File: src/efp_pkg.sv
// ============================================================================
// efp_pkg: shared types and constants for the escape-time fractal pixel engine
// Holds the payload structs, configuration view, command/status groups and
// the controller state encoding.
// ============================================================================
package efp_pkg;

    // Fixed-point format of coordinates and iterates (signed Q4.28).
    localparam int FRAC_BITS = 28;
    // Width of a pixel index.
    localparam int DIM_BITS  = 12;
    // APB address width: eight 32-bit registers at byte offsets 4*i.
    localparam int ADDR_W    = 5;
    localparam int DATA_W    = 32;

    // Escape threshold |z|^2 >= 4 on products with 2*FRAC_BITS fraction bits.
    localparam logic [64:0] ESC_LIMIT = 65'd1 << (2 * FRAC_BITS + 2);

    // Register indexes.
    localparam logic [2:0] REG_JULIA_MODE   = 3'd0;
    localparam logic [2:0] REG_MAX_ITER     = 3'd1;
    localparam logic [2:0] REG_X_ORIGIN     = 3'd2;
    localparam logic [2:0] REG_Y_ORIGIN     = 3'd3;
    localparam logic [2:0] REG_PIXEL_STEP   = 3'd4;
    localparam logic [2:0] REG_JULIA_C_REAL = 3'd5;
    localparam logic [2:0] REG_JULIA_C_IMAG = 3'd6;
    localparam logic [2:0] REG_FRAME_HEIGHT = 3'd7;

    // Input item: one pixel position.
    typedef struct packed {
        logic [DIM_BITS-1:0] col;
        logic [DIM_BITS-1:0] row;
    } efp_item_t;

    // Result item: position with flipped row and the step count.
    typedef struct packed {
        logic [DIM_BITS-1:0] out_col;
        logic [DIM_BITS-1:0] out_row;
        logic [7:0]          count;
    } efp_result_t;

    // Current configuration register values.
    typedef struct packed {
        logic               julia_mode;
        logic [15:0]        max_iterations;
        logic signed [31:0] x_origin;
        logic signed [31:0] y_origin;
        logic [30:0]        pixel_step;
        logic signed [31:0] julia_c_real;
        logic signed [31:0] julia_c_imag;
        logic [12:0]        frame_height;
    } efp_cfg_t;

    // Commands from the controller to the datapath.
    typedef struct packed {
        logic load_item;   // capture col/row, clear step count
        logic point_mul;   // multipliers take col*step and row*step
        logic point_add;   // form the point, load initial z and c
        logic iter_upd;    // write new z and bump the step count
        logic out_load;    // capture the result payload
    } efp_cmd_t;

    // Status from the datapath to the controller.
    typedef struct packed {
        logic escape;      // |z|^2 >= 4 on the registered products
        logic limit_hit;   // step count has reached max_iterations
    } efp_status_t;

    // Controller states.
    typedef enum logic [2:0] {
        S_IDLE,
        S_POINT_MUL,
        S_POINT_ADD,
        S_ITER_MUL,
        S_ITER_UPD,
        S_FINISH
    } efp_state_t;

endpackage

File: src/efp_cfg.sv
// ============================================================================
// efp_cfg: APB configuration register file
// Eight registers at byte offsets 4*i, written on the access phase of a
// write transfer and read back zero-extended.
// ============================================================================
module efp_cfg
    import efp_pkg::*;
(
    input  logic              clk,
    input  logic              rst_n,
    input  logic              psel,
    input  logic              penable,
    input  logic              pwrite,
    input  logic [ADDR_W-1:0] paddr,
    input  logic [DATA_W-1:0] pwdata,
    output logic [DATA_W-1:0] prdata,
    output logic              pready,
    output efp_cfg_t          cfg
);

    logic               julia_mode_reg;
    logic [15:0]        max_iter_reg;
    logic signed [31:0] x_origin_reg;
    logic signed [31:0] y_origin_reg;
    logic [30:0]        pixel_step_reg;
    logic signed [31:0] julia_c_real_reg;
    logic signed [31:0] julia_c_imag_reg;
    logic [12:0]        frame_height_reg;
    logic               wr_en;
    logic [2:0]         reg_idx;

    // The port never inserts wait states.
    assign pready  = 1'b1;
    assign wr_en   = psel && penable && pwrite;
    assign reg_idx = paddr[ADDR_W-1:2];

    // Register writes.
    always_ff @(posedge clk or negedge rst_n)
    begin
        if (!rst_n)
        begin
            julia_mode_reg   <= 1'b0;
            max_iter_reg     <= 16'd255;
            x_origin_reg     <= '0;
            y_origin_reg     <= '0;
            pixel_step_reg   <= 31'd1048576;
            julia_c_real_reg <= '0;
            julia_c_imag_reg <= '0;
            frame_height_reg <= 13'd1;
        end
        else if (wr_en)
        begin
            unique case (reg_idx)
                REG_JULIA_MODE:   julia_mode_reg   <= pwdata[0];
                REG_MAX_ITER:     max_iter_reg     <= pwdata[15:0];
                REG_X_ORIGIN:     x_origin_reg     <= signed'(pwdata);
                REG_Y_ORIGIN:     y_origin_reg     <= signed'(pwdata);
                REG_PIXEL_STEP:   pixel_step_reg   <= pwdata[30:0];
                REG_JULIA_C_REAL: julia_c_real_reg <= signed'(pwdata);
                REG_JULIA_C_IMAG: julia_c_imag_reg <= signed'(pwdata);
                REG_FRAME_HEIGHT: frame_height_reg <= pwdata[12:0];
                default:          ;
            endcase
        end
    end

    // Read-back multiplexer.
    always_comb
    begin
        unique case (reg_idx)
            REG_JULIA_MODE:   prdata = {31'd0, julia_mode_reg};
            REG_MAX_ITER:     prdata = {16'd0, max_iter_reg};
            REG_X_ORIGIN:     prdata = x_origin_reg;
            REG_Y_ORIGIN:     prdata = y_origin_reg;
            REG_PIXEL_STEP:   prdata = {1'b0, pixel_step_reg};
            REG_JULIA_C_REAL: prdata = julia_c_real_reg;
            REG_JULIA_C_IMAG: prdata = julia_c_imag_reg;
            REG_FRAME_HEIGHT: prdata = {19'd0, frame_height_reg};
            default:          prdata = '0;
        endcase
    end

    assign cfg.julia_mode     = julia_mode_reg;
    assign cfg.max_iterations = max_iter_reg;
    assign cfg.x_origin       = x_origin_reg;
    assign cfg.y_origin       = y_origin_reg;
    assign cfg.pixel_step     = pixel_step_reg;
    assign cfg.julia_c_real   = julia_c_real_reg;
    assign cfg.julia_c_imag   = julia_c_imag_reg;
    assign cfg.frame_height   = frame_height_reg;

endmodule

File: config.mk
export PLATFORM = sky130hd
export DESIGN_NAME = efp_cfg
export DESIGN_NICKNAME = d
export VERILOG_FILES = /design/src/efp_pkg.sv /design/src/efp_cfg.sv
export SDC_FILE = /design/constraint.sdc
export NUM_CORES = 1
export LEC_CHECK = 0
export BUFFER_PORTS_ARGS = -buffer_cell sky130_fd_sc_hd__buf_2
export CAP_MARGIN = 25
export CORE_AREA = 2 2 150 152
export CTS_BUF_LIST = sky130_fd_sc_hd__clkbuf_2
export CTS_CLUSTER_SIZE = 20
export DETAILED_ROUTE_END_ITERATION = 8
export DIE_AREA = 0 0 152 154
export GPL_TIMING_DRIVEN = 1
export SETUP_SLACK_MARGIN = 0.1
export SLEW_MARGIN = 20
export SYNTH_ARGS = -nofsm -noshare
export SYNTH_HDL_FRONTEND = slang
export SYNTH_SLANG_ARGS = --single-unit
export TNS_END_PERCENT = 5
File: constraint.sdc
create_clock -name clk -period 1.8 [get_ports clk]
set_clock_uncertainty 0.2 [all_clocks]
set_input_delay 0.27 -clock clk [delete_from_list [all_inputs] [get_ports clk]]
set_output_delay 0.27 -clock clk [all_outputs]
set_load 0.02 [all_outputs]
==> key figures <==
STA
  – Fin crit share: 1.411
  – Final critical-path required period: between 2000 and 3000 ps
  – Slew headroom: 0.5686
  – Final setup violation count: 202
  – Min setup slack post-route: -740.5 ps
  – RSZ-0062 raised after global routing: yes
  – Endpoints failing hold: 0
  – Slew @ Worst Pin: between 600 and 700 ps
  – Highest clock rate: a little under 0.4 GHz
  – Hold Slack: roughly 96 ps
  – Fin. max-slew vios: 0

Routing
  – Drt initial violations: about 250
  – Antenna-violating nets left: 0
  – WL/cell: ~22 um
  – DRT Wirelength: ~28000 um
  – Vias per cell: around 5.3
  – Vias: 6740
  – Pre-antenna DRT Iters: 4
  – DRC viols: 0

Die
  – Initial Util: 0.3975
  – Core ar.: approximately 22000 um^2
  – Die ar.: approximately 23000 um^2
  – # rows: 54
  – Die X: ~150 um
  – Ports: 264
  – Die Y: 154 um

Power and ir drop
  – VDD IR max: 0.4861 mV
  – Logic pwr share: 0.379
  – Sw Ratio: 0.3553
  – Static Leakage: 6.129 nW
  – Seq pwr share: 0.434
  – Cell area power density: ~1100 nW/um^2
  – Power share of the clock group: 0.188
  – Internal power: just under 9 mW
  – Psw: 4.821 mW

Critical path
  – CP Cell Sequence: mux2_4, a221oi_2, buf_4, a221oi_4, buf_6
  – CP Capture Type: output port
  – WP data required: 1330 ps
  – CP max FO: 2
  – Reg2reg end: x_origin_reg[8]
  – Critical Path AT: roughly 2100 ps
  – R2R setup slack: 590 ps
  – Crit path max-delay family: flip-flops
  – R2R Path Start: x_origin_reg[8]
  – Worst setup SP type: register
  – Peak per-stage delay on the critical path: 470 ps
  – CP bufs+invs: 2
  – Worst reg2reg path depth: 3
  – WS Path Type: register to output port
  – CP max stage cell: dfrtp_1

Global routing
  – Antenna violations before repair: 1
  – Grt total ovfl: 0
  – First-pass GRT wire length: roughly 43000 um
  – Vias in the first global route: 7225
  – Total track usage: 0.2400
  – Largest net degree at the start of global routing: 57

Placement
  – Number of port buffers: 260
  – Global placement routability congestion: just over 0.8
  – Placed Cells: 1168
  – DP Wirelength: 19520 um

Logic synthesis
  – Mapped Nets: 640
  – Yosys synthesis warning count: 0
  – Ys async rst share: 1.000
  – Mapped Cells: around 600
  – Post-synth EDFFs: 0
  – Post-Syn Area: 8621 um^2
  – Yosys cell types: 37
  – Post-synthesis area per instance: 14.42 um^2
  – Proportion of synthesized chip area in sequential cells: 0.5501
  – Synth Register Bits: 189
  – Main synth FF type: dfrtp_1

Min path
  – Hold crit path type: primary input to register
  – Worst Hold Launch: paddr[3]
  – Hold Path End: julia_mode_reg
  – Hold Path Cell Cnt: 4

Cells and area
  – Multi-input gate area: 3985 um^2
  – Area grow syn2layout: 49.46%
  – Fin nets: 1016
  – Final cell count without fillers: 1268
  – Commonest non-fill, non-tap cells in the layout: mux2_2, dfrtp_1, buf_2
  – Commonest non-fill, non-tap cell in the layout: mux2_2
  – Fill count: 1749
  – Fraction of layout cells with a size suffix above 1: 0.6768
  – Storage cell area: 4748 um^2

Clocking
  – Root buffer cell: clkbuf_2
  – Clock sink count: 189
  – Cts bufs inserted: 17
  – H-tree Lvls: 4
  – CTS tree: yes
  – Clk Latency, worst-skew pair: 730 ps
  – Max Root-Sink Buffers: 2
  – Clock slew at reported path FFs: 290 ps

Run status
  – Status: finished, violations left
  – Violated checks: negative setup slack

Job
  – Max Cap Violations: 0
-- final cells by class --
class | instances | share of cell area
Tap cell | 280 | 0.02719
Clock buffer | 19 | 0.007380
Sequential cell | 189 | 0.3685
Timing Repair Buffer | 402 | 0.2706
Antenna cell | 1 | 0.0001942
Inverter | 2 | 0.0005826
Multi-Input combinational cell | 362 | 0.3093
Clock inverter | 13 | 0.01622
-- worst max-delay path by stage --
stage,start,endpoint,slack [ps],cells past startpoint
2_1_floorplan,paddr[2],prdata[26],10,5
3_3_place_gp,paddr[2],prdata[15],-300,6
3_5_place_dp,paddr[2],prdata[15],-320,6
4_1_cts,y_origin_reg[2],prdata[2],-810,5
5_1_grt,y_origin_reg[2],prdata[2],-900,5
6_report,y_origin_reg[2],prdata[2],-740,5
-- synth_stat cells (2+ instances only) --
cell type | instances | area [um^2]
mux2_1 | 7 | 78.83
clkbuf_1 | 4 | 15.01
mux2i_1 | 31 | 310.3
nor2b_1 | 6 | 37.54
a211o_1 | 7 | 61.31
a32oi_1 | 7 | 61.31
mux2_2 | 200 | 2252
inv_1 | 2 | 7.510
buf_2 | 12 | 60.06
a221o_1 | 2 | 20.02
dfrtp_1 | 179 | 4479
nor2_2 | 4 | 25.02
a22o_1 | 2 | 17.52
nand2_1 | 11 | 41.29
buf_4 | 25 | 187.7
o221ai_1 | 6 | 52.55
a22oi_1 | 15 | 112.6
nor2_1 | 8 | 30.03
a221oi_1 | 21 | 183.9
buf_1 | 2 | 7.510
dfstp_2 | 10 | 262.8
o211ai_1 | 7 | 52.55
a21oi_1 | 14 | 70.07
mux4_2 | 3 | 67.56
-- power by group through the flow --
stage          logic, mW  registers, mW  clock network (mW)
3_5_place_dp        4.17           5.87                   0
3_3_place_gp        4.08           5.80                   0
2_1_floorplan       1.50           6.76                   0
4_1_cts             4.81           5.83                2.63
6_report            5.14           5.88                2.55
5_1_grt             5.40           6.00                2.83
-- worst min-delay path, delay by kind of cell --
kind,cells,cell delay (ps)
buffers and inverters,2,430
multiplexers,1,210
AND/OR/NAND/NOR,1,70
-- repair_timing --
item | CTS | global route
endpoints found under the setup margin | 221 | 221
buffers inserted | 17 | 13
pin swaps | 13 | 8
gates resized for setup | 162 | 104
hold buffers | 37 | 0
endpoints found under the hold margin | 378 | 0
cloned | 0 | 0
-- cells by family (layout without fill, tap and decap cells) --
group,after synthesis,in the layout,synth area share
buffers and inverters,47,436,0.03411
flip-flops,189,189,0.5501
multiplexers,241,241,0.3142
other,1,2,0.0004350
AND/OR/NAND/NOR,37,37,0.02656
AO/OA/AOI/OAI,83,83,0.07460
-- metal layers --
metal  vias to the layer above  wire [um]  track usage
met5                         -          0            0
met4                         0        700      0.09079
met3                        49       1198      0.04820
met2                       209      14620       0.4127
met1                      3481      11590       0.3000
li1                       3001          -            -
-- stage by stage --
step	setup TNS [ps]	cell area, um^2	setup WS [ps]	power [mW]	utilization
final	-26130	12880	-740.5	13.57	0.5941
after floorplan	0	8860	11.30	8.264	-
after global placement	-31320	11060	-302.2	9.883	0.5101
after CTS	-45340	12410	-813.3	13.27	0.5722
after detailed placement	-33130	11060	-321.2	10.05	0.5101
after global routing	-57630	12880	-898.6	14.24	0.5941
(Power assumes the default switching activity.)
