### src/efp_pkg.sv
// ============================================================================
// efp_pkg: shared types and constants for the escape-time fractal pixel engine
// Holds the payload structs, configuration view, command/status groups and
// the controller state encoding.
// ============================================================================
package efp_pkg;

    // Fixed-point format of coordinates and iterates (signed Q4.28).
    localparam int FRAC_BITS = 28;
    // Width of a pixel index.
    localparam int DIM_BITS  = 12;
    // APB address width: eight 32-bit registers at byte offsets 4*i.
    localparam int ADDR_W    = 5;
    localparam int DATA_W    = 32;

    // Escape threshold |z|^2 >= 4 on products with 2*FRAC_BITS fraction bits.
    localparam logic [64:0] ESC_LIMIT = 65'd1 << (2 * FRAC_BITS + 2);

    // Register indexes.
    localparam logic [2:0] REG_JULIA_MODE   = 3'd0;
    localparam logic [2:0] REG_MAX_ITER     = 3'd1;
    localparam logic [2:0] REG_X_ORIGIN     = 3'd2;
    localparam logic [2:0] REG_Y_ORIGIN     = 3'd3;
    localparam logic [2:0] REG_PIXEL_STEP   = 3'd4;
    localparam logic [2:0] REG_JULIA_C_REAL = 3'd5;
    localparam logic [2:0] REG_JULIA_C_IMAG = 3'd6;
    localparam logic [2:0] REG_FRAME_HEIGHT = 3'd7;

    // Input item: one pixel position.
    typedef struct packed {
        logic [DIM_BITS-1:0] col;
        logic [DIM_BITS-1:0] row;
    } efp_item_t;

    // Result item: position with flipped row and the step count.
    typedef struct packed {
        logic [DIM_BITS-1:0] out_col;
        logic [DIM_BITS-1:0] out_row;
        logic [7:0]          count;
    } efp_result_t;

    // Current configuration register values.
    typedef struct packed {
        logic               julia_mode;
        logic [15:0]        max_iterations;
        logic signed [31:0] x_origin;
        logic signed [31:0] y_origin;
        logic [30:0]        pixel_step;
        logic signed [31:0] julia_c_real;
        logic signed [31:0] julia_c_imag;
        logic [12:0]        frame_height;
    } efp_cfg_t;

    // Commands from the controller to the datapath.
    typedef struct packed {
        logic load_item;   // capture col/row, clear step count
        logic point_mul;   // multipliers take col*step and row*step
        logic point_add;   // form the point, load initial z and c
        logic iter_upd;    // write new z and bump the step count
        logic out_load;    // capture the result payload
    } efp_cmd_t;

    // Status from the datapath to the controller.
    typedef struct packed {
        logic escape;      // |z|^2 >= 4 on the registered products
        logic limit_hit;   // step count has reached max_iterations
    } efp_status_t;

    // Controller states.
    typedef enum logic [2:0] {
        S_IDLE,
        S_POINT_MUL,
        S_POINT_ADD,
        S_ITER_MUL,
        S_ITER_UPD,
        S_FINISH
    } efp_state_t;

endpackage

### src/efp_ctrl.sv
// ============================================================================
// efp_ctrl: sequencing state machine
// Steps one pixel through point generation and the iteration loop, and
// owns the input handshake and the result valid flag.
// ============================================================================
module efp_ctrl
    import efp_pkg::*;
(
    input  logic        clk,
    input  logic        rst_n,
    input  logic        item_valid,
    output logic        item_stall,
    output logic        result_valid,
    input  logic        result_stall,
    input  efp_status_t status,
    output efp_cmd_t    cmd
);

    efp_state_t state_reg;
    efp_state_t state_next;
    logic       result_valid_reg;
    logic       result_valid_next;

    // State and result flag registers.
    always_ff @(posedge clk or negedge rst_n)
    begin
        if (!rst_n)
        begin
            state_reg        <= S_IDLE;
            result_valid_reg <= 1'b0;
        end
        else
        begin
            state_reg        <= state_next;
            result_valid_reg <= result_valid_next;
        end
    end

    // Next state and datapath commands.
    always_comb
    begin
        state_next = state_reg;
        cmd        = '0;
        item_stall = 1'b1;
        unique case (state_reg)
            S_IDLE:
            begin
                item_stall = 1'b0;
                if (item_valid)
                begin
                    cmd.load_item = 1'b1;
                    state_next    = S_POINT_MUL;
                end
            end
            S_POINT_MUL:
            begin
                cmd.point_mul = 1'b1;
                state_next    = S_POINT_ADD;
            end
            S_POINT_ADD:
            begin
                cmd.point_add = 1'b1;
                state_next    = S_ITER_MUL;
            end
            S_ITER_MUL:
            begin
                if (status.limit_hit)
                    state_next = S_FINISH;
                else
                    state_next = S_ITER_UPD;
            end
            S_ITER_UPD:
            begin
                if (status.escape)
                    state_next = S_FINISH;
                else
                begin
                    cmd.iter_upd = 1'b1;
                    state_next   = S_ITER_MUL;
                end
            end
            S_FINISH:
            begin
                if (!result_valid_reg || !result_stall)
                begin
                    cmd.out_load = 1'b1;
                    state_next   = S_IDLE;
                end
            end
            default:
            begin
                state_next = S_IDLE;
            end
        endcase
    end

    // Result valid: set on load, cleared once the transfer completes.
    always_comb
    begin
        if (cmd.out_load)
            result_valid_next = 1'b1;
        else if (result_valid_reg && !result_stall)
            result_valid_next = 1'b0;
        else
            result_valid_next = result_valid_reg;
    end

    assign result_valid = result_valid_reg;

`ifndef SYNTHESIS
    // An accepted item always starts point generation.
    assert property (@(posedge clk) disable iff (!rst_n)
        (item_valid && !item_stall) |=> (state_reg == S_POINT_MUL))
        else $error("accepted item did not start point generation");

    // The update cycle is only reached below the iteration limit.
    assert property (@(posedge clk) disable iff (!rst_n)
        (state_reg == S_ITER_UPD) |-> !status.limit_hit)
        else $error("iterate update entered at the iteration limit");

    // A waiting result is never overwritten.
    assert property (@(posedge clk) disable iff (!rst_n)
        (result_valid_reg && result_stall) |-> !cmd.out_load)
        else $error("result overwritten while stalled");

    // Iterate updates only happen when the point has not escaped.
    assert property (@(posedge clk) disable iff (!rst_n)
        cmd.iter_upd |-> (!status.escape && state_reg == S_ITER_UPD))
        else $error("iterate updated after escape");
`endif

endmodule

### config.mk
export PLATFORM = sky130hd
export DESIGN_NAME = efp_ctrl
export DESIGN_NICKNAME = d
export VERILOG_FILES = /design/src/efp_pkg.sv /design/src/efp_ctrl.sv
export SDC_FILE = /design/constraint.sdc
export NUM_CORES = 1
export LEC_CHECK = 0
export ABC_AREA = 1
export BUFFER_PORTS_ARGS = -buffer_cell sky130_fd_sc_hd__clkbuf_2
export CORE_AREA = 2 2 39 41
export CTS_BUF_LIST = sky130_fd_sc_hd__clkbuf_16
export CTS_CLUSTER_SIZE = 10
export DETAILED_ROUTE_END_ITERATION = 16
export DIE_AREA = 0 0 41 43
export GPL_TIMING_DRIVEN = 0
export PLACE_DENSITY = 0.51
export SYNTH_ARGS = -nofsm -noshare
export SYNTH_HDL_FRONTEND = slang
export SYNTH_SLANG_ARGS = --single-unit
### constraint.sdc
create_clock -name clk -period 1.35 [get_ports clk]
set_input_delay 0.2025 -clock clk [delete_from_list [all_inputs] [get_ports clk]]
set_output_delay 0.2025 -clock clk [all_outputs]
set_load 0.03 [all_outputs]
==> results of run 1 <==
## routing by layer
metal	GRT usage, %	wire (µm)	part of all wire (%)	vias up
met1	12.1	302	44	147
met2	13.4	321	47	11
met4	9.33	23	3.3	0
met3	3.66	41	6.0	2
li1	-	-	-	164
met5	0	0	0	-
## critical path: cells and delay by family (launching register included)
family                 cells  cell delay [ns]
DFF                        1             0.44
and+or+nand+nor            2             0.32
buffers and inverters      2             0.18
## cell families (layout without fill, tap and decap cells)
family	after synthesis	count (layout)
flip-flops	4	4
buffers and inverters	9	34
AO/OA/AOI/OAI	1	1
AND/OR/NAND/NOR	22	22
## power by group
part	switching (mW)	leakage (nW)	internal [mW]
sequential	0.0695	0.0487	0.186
clock	0.0830	0.0370	0.378
combinational	0.478	0.224	0.373
## what timing repair did
action,CTS,global route
hold buffers,1,0
resized for setup,10,14
hold endpoints to repair,4,0
endpoints found under the setup margin,6,7
buffers inserted,10,1
pin swaps,5,5
## stage by stage
step | power [mW] | worst slack [ns] | std cells | utilization, %
after floorplan | 0.674 | 0.0496 | 36 | -
after global placement | 0.811 | 0.0719 | 64 | 24.8
after detailed placement | 0.812 | 0.0677 | 64 | 24.8
after CTS | 1.48 | -0.0338 | 77 | 38.1
after global routing | 1.68 | -0.0925 | 77 | 40.0
final | 1.57 | -0.0274 | 77 | 40.0
## cells in the final DEF, fill, tap and decap left out
| master | synthesis | routed |
|---|---|---|
| buf_4 | 1 | 12 |
| buf_8 | 0 | 1 |
| clkbuf_16 | 0 | 3 |
| clkbuf_2 | 0 | 7 |
| clkbuf_8 | 0 | 2 |
| dfrtp_1 | 4 | 2 |
| dfrtp_2 | 0 | 2 |
| dlygate4sd3_1 | 0 | 1 |
| inv_1 | 7 | 5 |
| inv_2 | 1 | 3 |
| nand2_1 | 9 | 6 |
| nand2_2 | 0 | 3 |
| nand3_1 | 6 | 4 |
| nand3_2 | 1 | 3 |
| nand4_1 | 1 | 1 |
| nor2_2 | 0 | 2 |
| nor2_4 | 1 | 2 |
| nor3_2 | 1 | 1 |
| o21ai_0 | 1 | 1 |
## area by class of cell
type | instances | area (µm²)
Tap cell | 16 | 20.0
Sequential cell | 4 | 103
Inverter | 8 | 30.0
Fill cell | 143 | 831
Timing Repair Buffer | 23 | 178
Multi-Input combinational cell | 23 | 148
Clock buffer | 3 | 75.1
## final timing paths
check / end / cells past startpoint
hold reg to reg: result_valid / 2
hold / removal: result_valid / 3
max in group asynchronous: state_reg[0] / 2
setup reg to reg: state_reg[0] / 6
setup / recovery: cmd[1] / 4
min in group asynchronous: state_reg[2] / 2
==> flow_metrics.py, run 1 <==
metrics = {
    "worst_setup_path": {
        "cp-end-kind": "primary output",
        "cp.required_ns": 1.15,
        "r2r-start": "state_reg[1]",
        "crit_start": "state_reg[1]",
        "r2r_slack_ns": 0.09,
        "critPathKind": "flop to primary output",
        "crit_chain": "nor3_2, nand2_1, inv_2, buf_8",
        "critPathMaxStageDelay_ns": 0.44,
        "worst-path-max-fanout": 4,
        "crit_path_top_delay_cell": "dfrtp_2",
        "crit_arrival_ns": 1.17,
        "critPathLaunchType": "flop",
    },
    "synth": {
        "syn_avg_cell_area_um2": 7.09,
        "synth.most_common_cell": "nand2_1",
        "synthSimpleGateAreaFrac_pct": 44.1,
        "yosys_register_bits": 4,
        "syn_inst": 36,
        "synthTopCellsByArea": "dfrtp_1, nand2_1, nand3_1",
        "synth-xor-area-share_pct": 0,
        "synth_adder_area_share_pct": 0,
        "synth_common_cells": "nand2_1, inv_1, nand3_1",
        "yosysSeqAreaShare_pct": 39.2,
        "synthesis.nets": 42,
        "synth_top_area_share_pct": 39.2,
        "synth.area.mux_share_pct": 0,
        "async_flop_share_pct": 100,
        "synth_area_um2": 255,
        "synth-compound-area-share_pct": 1.96,
        "synth_top_family_by_area": "simple AND/OR/NAND/NOR gates",
        "ys_warn_count": 0,
        "synth_edf_count": 0,
        "netlist.top_cell.by_area": "dfrtp_1",
        "synthFlopType": "dfrtp_1",
        "synth.distinct_cells": 12,
    },
    "routing": {
        "ant_nets": 0,
        "drt_iter0_drc": 2,
        "firstDrtPassIters": 2,
        "drc": 0,
        "routed-via-count": 324,
        "routed_wl_um": 687,
        "vias_per_cell": 4.21,
        "wl_per_cell_um": 8.92,
    },
    "clocking": {
        "root_buffer": "clkbuf_16",
        "cts.sinks": 4,
        "clk_path_buf_depth": 2,
        "htreeDepth": 1,
        "worst_skew_pair.late_latency_ns": 0.22,
        "cts_tree": "yes",
        "cts-buffers-inserted": 3,
        "cts.clk_slew.worst_paths_ns": 0.03,
    },
    "grt": {
        "track_usage_pct": 10.2,
        "grt_pass1_wl_um": 1190,
        "overflow": 0,
        "grt_pass1_vias": 323,
        "grt_max_degree": 7,
        "antenna_found_initial": 0,
    },
    "cells_and_area": {
        "diodes": 0,
        "design_area_um2": 553,
        "nets": 69,
        "layout-drive-gt1-share_pct": 67.2,
        "syn_to_final_growth_pct": 117,
        "largest_reg_flops": 3,
    },
    "die": {
        "fp.dieW_um": 41,
        "rows": 14,
        "die_h_um": 43,
        "die-area_um2": 1760,
        "fp.coreArea_um2": 1380,
        "ios": 13,
        "start_util_pct": 18.4,
    },
    "timing": {
        "finalCritPeriodShare_pct": 102,
        "finalWorstSetupSlack_ns": -0.0274,
        "hold_ws_ns": 0.203,
        "finalCriticalPeriod_ns": 1.38,
        "max_slew_margin_pct": 88.7,
        "setup_viol": 1,
        "hold_viol_final": 0,
        "rsz0062_at_grt": "true",
        "tightestPinTransition_ns": 0.170,
        "maxSlewViolCount": 0,
        "tns_ns": -0.0274,
        "max_freq_mhz": 726,
        "clock_skew_ns": 0.00305,
    },
    "status": {
        "outcome": "complete, but fails checks",
        "violations": "negative setup slack",
    },
    "power": {
        "p_per_area_nw_per_um2": 2830,
        "ir_drop_mv": 1.44,
        "p_leak_nw": 0.310,
    },
    "job": {
        "maxCapViolCount": 0,
    },
    "worst_hold_path": {
        "hold_start": "result_stall",
        "hold_class": "input pin to flop",
    },
    "place": {
        "gp_congestion": 0.748,
        "dpl.hpwl_um": 396,
        "placed_cell_area_um2": 343,
        "portBuffers": 12,
    },
}
No activity file was read; power rests on OpenSTA's default activity.
==> run 2, diff against run 1 <==
- MAX_ROUTING_LAYER: unset -> met4
- PLACE_DENSITY: 0.51 -> 0.53
- clock period: 1.35 -> 1.14 ns (I/O delays scaled with it)
==> run 2 against run 1 <==
The run still ends with negative setup slack left. Cell area increased by 13%. Power increased by 38%. Register-to-register slack got worse by 0.17 ns. Critical path depth rose by 1. First-iteration DRC count increased to 2.5 times the previous value. Combinational power up 54%. Sequential power rose by 24%. Sequential cell count stayed put. Clock skew fell by 0.0027 ns. Clock power increased by 18%. Largest cell class unchanged. Largest power group unchanged.
==> flow_metrics.py, run 2 (same netlist as run 1, synthesis figures left out) <==
metrics = {
    "status": {
        "outcome": "complete, but fails checks",
        "violations": "negative setup slack",
    },
    "worst_setup_path": {
        "cp.required_ns": 0.97,
        "r2r_cells": 7,
        "r2r-start": "state_reg[1]",
        "r2r_slack_ns": -0.08,
        "worst-path-max-fanout": 5,
        "crit_arrival_ns": 1.18,
        "critPathLaunchType": "flop",
        "regToRegEndpoint": "state_reg[0]",
        "cp-end-kind": "primary output",
        "critPathKind": "flop to primary output",
    },
    "timing": {
        "max_freq_mhz": 740,
        "clock_skew_ns": 0.000325,
        "max_slew_margin_pct": 88.5,
        "tightestPinTransition_ns": 0.174,
        "tns_ns": -1.21,
        "setup_viol": 8,
        "hold_viol_final": 0,
        "hold_ws_ns": 0.169,
        "maxSlewViolCount": 0,
        "rsz0062_at_grt": "true",
        "finalCritPeriodShare_pct": 118,
        "finalCriticalPeriod_ns": 1.35,
        "finalWorstSetupSlack_ns": -0.211,
    },
    "cells_and_area": {
        "nFillCells": 130,
        "final_util_pct": 45.1,
        "largest_reg_flops": 3,
        "nets": 72,
        "syn_to_final_growth_pct": 145,
        "layout-drive-gt1-share_pct": 73.4,
        "final_cell_mix": "buf_4, clkbuf_2, nand2_1, inv_2, buf_6",
        "multi_input_area_um2": 170,
        "final_common_cell": "buf_4",
        "final-seq-area_um2": 103,
        "diodes": 0,
    },
    "job": {
        "maxCapViolCount": 0,
    },
    "routing": {
        "routed-via-count": 326,
        "wl_per_cell_um": 9.14,
        "firstDrtPassIters": 2,
        "routed_wl_um": 731,
        "drt_iter0_drc": 5,
        "drc": 0,
        "vias_per_cell": 4.08,
        "ant_nets": 0,
    },
    "power": {
        "ir_drop_mv": 1.82,
        "p_per_area_nw_per_um2": 3470,
        "p_leak_nw": 0.340,
        "power.total_mw": 2.17,
    },
    "place": {
        "pre_cts_ws_ns": -0.127,
        "gp_congestion": 0.766,
        "dpl.hpwl_um": 417,
        "portBuffers": 12,
    },
    "clocking": {
        "cts_tree": "yes",
        "htreeDepth": 1,
        "cts-buffers-inserted": 3,
        "worst_skew_pair.late_latency_ns": 0.22,
        "root_buffer": "clkbuf_16",
        "cts.clk_slew.worst_paths_ns": 0.03,
        "clk_path_buf_depth": 2,
        "cts.sinks": 4,
    },
    "grt": {
        "grt_pass1_vias": 307,
        "met1_usage_pct": 12.8,
        "grt-busiest-layer": "met2",
        "overflow": 0,
        "grt_pass1_wl_um": 1180,
        "grtUsageMet3_pct": 3.14,
        "grt_max_degree": 8,
        "use_met2_pct": 14.7,
        "track_usage_pct": 10.5,
        "antenna_found_initial": 0,
    },
    "worst_hold_path": {
        "hold_class": "input pin to flop",
        "hold_start": "result_stall",
        "min_to": "result_valid",
        "min_path_cells": 3,
    },
    "die": {
        "ios": 13,
        "die-area_um2": 1760,
        "start_util_pct": 18.4,
        "rows": 14,
        "fp.dieW_um": 41,
        "die_h_um": 43,
        "fp.coreArea_um2": 1380,
    },
}
## run 2: changes by cell type in the layout (fill, tap and decap cells not counted), sizes merged
cell,before,now
buf,13,16
## run 2: power breakdown
part	switching, mW	leakage, nW	internal (mW)
Sequential	0.0950	0.0487	0.220
Combinational	0.658	0.254	0.652
Clock	0.0963	0.0370	0.448
## run 2: layout make-up
| type | instances | area share (%) |
|---|---|---|
| Timing Repair Buffer | 26 | 35.9 |
| Multi-Input combinational cell | 23 | 27.3 |
| Tap cell | 16 | 3.21 |
| Clock buffer | 3 | 12.0 |
| Inverter | 8 | 5.21 |
| Sequential cell | 4 | 16.4 |
## run 2: stage by stage
step                      area (µm²)  instances
after floorplan                  273         36
after global placement           353         64
after detailed placement         353         64
after CTS                        548         77
after global routing             624         80
final                            624         80
## run 2: what timing repair did
action	CTS	global route
setup endpoints to repair	6	7
buffers inserted	10	5
pin swaps	4	7
hold buffers	1	0
hold endpoints to repair	4	0
gates resized for setup	14	17
## run 2: critical path, cell delays in order (launching register included)
cell and delay [ns]:
dfrtp_2 0.44, buf_4 0.15, buf_6 0.11, nand3_2 0.08, inv_2 0.04, buf_8 0.13
## run 2: how the worst max path moves through the flow
stage | start | endpoint | slack [ns]
2_1_floorplan | state_reg[1] | cmd[4] | 0.01
4_1_cts | state_reg[0] | cmd[0] | -0.22
5_1_grt | state_reg[0] | cmd[4] | -0.26
6_report | state_reg[1] | cmd[2] | -0.21
3_3_place_gp | state_reg[0] | cmd[0] | -0.12
3_5_place_dp | state_reg[0] | cmd[0] | -0.13
## run 2: per-layer routing
layer	part of all wire [%]	wire (µm)
met4	1.9	14
met1	42	306
met2	49	361
met3	6.4	47
met5	0	0
==> run 3, diff against run 2 <==
- ABC_AREA: 1 -> unset
- PLACE_DENSITY: 0.53 -> 0.51
==> run 3 against run 2 <==
The flow still finishes with violations (negative setup slack). Core utilization shrank 4.5 points. Setup slack lost 0.12 ns. Worst hold slack gained 0.043 ns. First-iteration DRC count shrank 40%. Sequential power grew 1%. Critical path type unchanged.
==> flow_metrics.py, run 3 <==
metrics = {
    "routing": {
        "drt_iter0_drc": 3,
        "routed-via-count": 282,
        "firstDrtPassIters": 2,
        "wl_per_cell_um": 12.8,
        "vias_per_cell": 4.41,
        "routed_wl_um": 822,
        "drc": 0,
        "ant_nets": 0,
    },
    "cells_and_area": {
        "nets": 55,
        "largest_reg_flops": 3,
        "layout-drive-gt1-share_pct": 72.9,
        "final_cell_mix": "clkbuf_2, clkbuf_8, buf_4",
        "diodes": 0,
        "syn_to_final_growth_pct": 136,
        "design_area_um2": 562,
        "final_common_cell": "clkbuf_2",
    },
    "synth": {
        "syn_inst": 25,
        "ys_warn_count": 0,
        "syn_avg_cell_area_um2": 9.51,
        "synthFlopType": "dfrtp_1",
        "async_flop_share_pct": 100,
        "synth.most_common_cell": "dfrtp_1",
        "synthesis.nets": 31,
        "netlist.top_cell.by_area": "dfrtp_1",
        "synth.distinct_cells": 16,
        "synth_common_cells": "dfrtp_1, nand2_1",
        "yosys_register_bits": 4,
        "yosysSeqAreaShare_pct": 42.1,
        "synth_edf_count": 0,
        "synthTopCellsByArea": "dfrtp_1, nor3b_1, nand2b_4",
        "synth_top_area_share_pct": 42.1,
        "synth_area_um2": 238,
    },
    "timing": {
        "tns_ns": -1.85,
        "clock_skew_ns": 0.00199,
        "finalCriticalPeriod_ns": 1.47,
        "tightestPinTransition_ns": 0.213,
        "finalWorstSetupSlack_ns": -0.327,
        "hold_viol_final": 0,
        "max_freq_mhz": 682,
        "max_slew_margin_pct": 85.7,
        "maxSlewViolCount": 0,
        "hold_ws_ns": 0.212,
        "rsz0062_at_grt": "true",
        "finalCritPeriodShare_pct": 129,
        "setup_viol": 8,
    },
    "clocking": {
        "worst_skew_pair.late_latency_ns": 0.22,
        "root_buffer": "clkbuf_16",
        "clk_path_buf_depth": 2,
        "cts.clk_slew.worst_paths_ns": 0.03,
        "cts_tree": "yes",
        "cts-buffers-inserted": 3,
        "cts.sinks": 4,
        "htreeDepth": 1,
    },
    "grt": {
        "grt_max_degree": 8,
        "grt_pass1_wl_um": 1290,
        "antenna_found_initial": 0,
        "grt_pass1_vias": 310,
        "overflow": 0,
        "track_usage_pct": 11.5,
    },
    "place": {
        "placed_cell_area_um2": 350,
        "dpl.hpwl_um": 439,
        "portBuffers": 12,
        "gp_congestion": 0.752,
    },
    "die": {
        "die_h_um": 43,
        "fp.dieW_um": 41,
        "fp.coreArea_um2": 1380,
        "ios": 13,
        "rows": 14,
        "die-area_um2": 1760,
        "start_util_pct": 17.2,
    },
    "status": {
        "violations": "negative setup slack",
        "outcome": "complete, but fails checks",
    },
    "worst_setup_path": {
        "critPathMaxStageDelay_ns": 0.42,
        "regToRegEndpoint": "state_reg[1]",
        "r2r-start": "state_reg[2]",
        "endpoint": "cmd[0]",
        "crit_chain": "nand2b_4, or2_4, a21oi_2, clkbuf_8",
        "r2r_slack_ns": -0.08,
        "worst-path-max-fanout": 3,
        "crit_arrival_ns": 1.30,
        "cp.required_ns": 0.97,
        "cp-end-kind": "primary output",
        "crit_path_top_delay_cell": "dfrtp_2",
        "critPathLaunchType": "flop",
        "critPathKind": "flop to primary output",
        "r2r_cells": 4,
        "crit_start": "state_reg[1]",
    },
    "power": {
        "p_per_area_nw_per_um2": 3510,
        "p_leak_nw": 0.268,
        "ir_drop_mv": 1.31,
    },
    "worst_hold_path": {
        "hold_class": "input pin to flop",
    },
    "job": {
        "maxCapViolCount": 0,
    },
}
[run 3: worst min-delay path by stage]
| stage | from | end | cells after the start |
|---|---|---|---|
| 2_1_floorplan | rst_n | result_valid | 0 |
| 3_3_place_gp | rst_n | result_valid | 1 |
| 3_5_place_dp | rst_n | result_valid | 1 |
| 4_1_cts | result_stall | result_valid | 3 |
| 5_1_grt | result_stall | result_valid | 3 |
| 6_report | result_stall | result_valid | 3 |
[run 3: per-stage QoR]
| step | power [mW] | instances | setup WS (ns) | utilization, % |
|---|---|---|---|---|
| 6_report | 1.97 | 64 | -0.327 | 40.6 |
| 5_1_grt | 2.08 | 64 | -0.368 | 40.6 |
| 4_1_cts | 1.90 | 64 | -0.332 | 39.5 |
| 3_5_place_dp | 0.979 | 53 | -0.311 | 25.3 |
| 3_3_place_gp | 0.985 | 53 | -0.320 | 25.3 |
| 2_1_floorplan | 0.814 | 25 | -0.111 | - |
[run 3: final cells by class]
cell class / count / area [µm²]
clock inverters: 1 / 3.75
clock buffers: 3 / 75.1
repair buffers: 20 / 184
fillers: 149 / 822
flip-flops and latches: 4 / 104
inverters: 2 / 7.51
multi-input cells: 18 / 168
well taps: 16 / 20.0
[run 3: worst max-delay path, delay by kind of cell, from the launching register on]
kind / cells / cell delay (ns)
AOI/OAI and AO/OA: 1 / 0.11
buffers and inverters: 1 / 0.17
DFF: 1 / 0.42
and+or+nand+nor: 2 / 0.38
[run 3: power by group]
| group | switching [mW] | internal [mW] | total, mW |
|---|---|---|---|
| Combinational | 0.523 | 0.570 | 1.09 |
| Clock | 0.105 | 0.453 | 0.558 |
| Sequential | 0.0998 | 0.219 | 0.319 |
| Total | 0.727 | 1.24 | 1.97 |
[run 3: cell families (layout without fill, tap and decap cells)]
group / after synthesis / in the layout / synth area share, %
AOI/OAI and AO/OA: 6 / 6 / 17.4
buffers and inverters: 3 / 26 / 6.32
and+or+nand+nor: 12 / 12 / 34.2
DFF: 4 / 4 / 42.1
[run 3: layer usage]
layer | up-vias | part of all wire [%] | routed length, µm | GRT usage [%]
li1 | 136 | - | - | -
met1 | 135 | 44 | 358 | 14.5
met2 | 11 | 50 | 413 | 16.3
met3 | 0 | 6.1 | 50 | 3.14
met4 | 0 | 0 | 0 | 6.00
met5 | - | 0 | 0 | -
[run 3: what timing repair did]
action / 4_1_cts / 5_1_grt
hold endpoints to repair: 4 / 0
setup endpoints to repair: 8 / 8
gates resized for setup: 17 / 4
cloned: 0 / 0
hold buffers: 1 / 0
buffers inserted: 7 / 0
pin swaps: 1 / 0
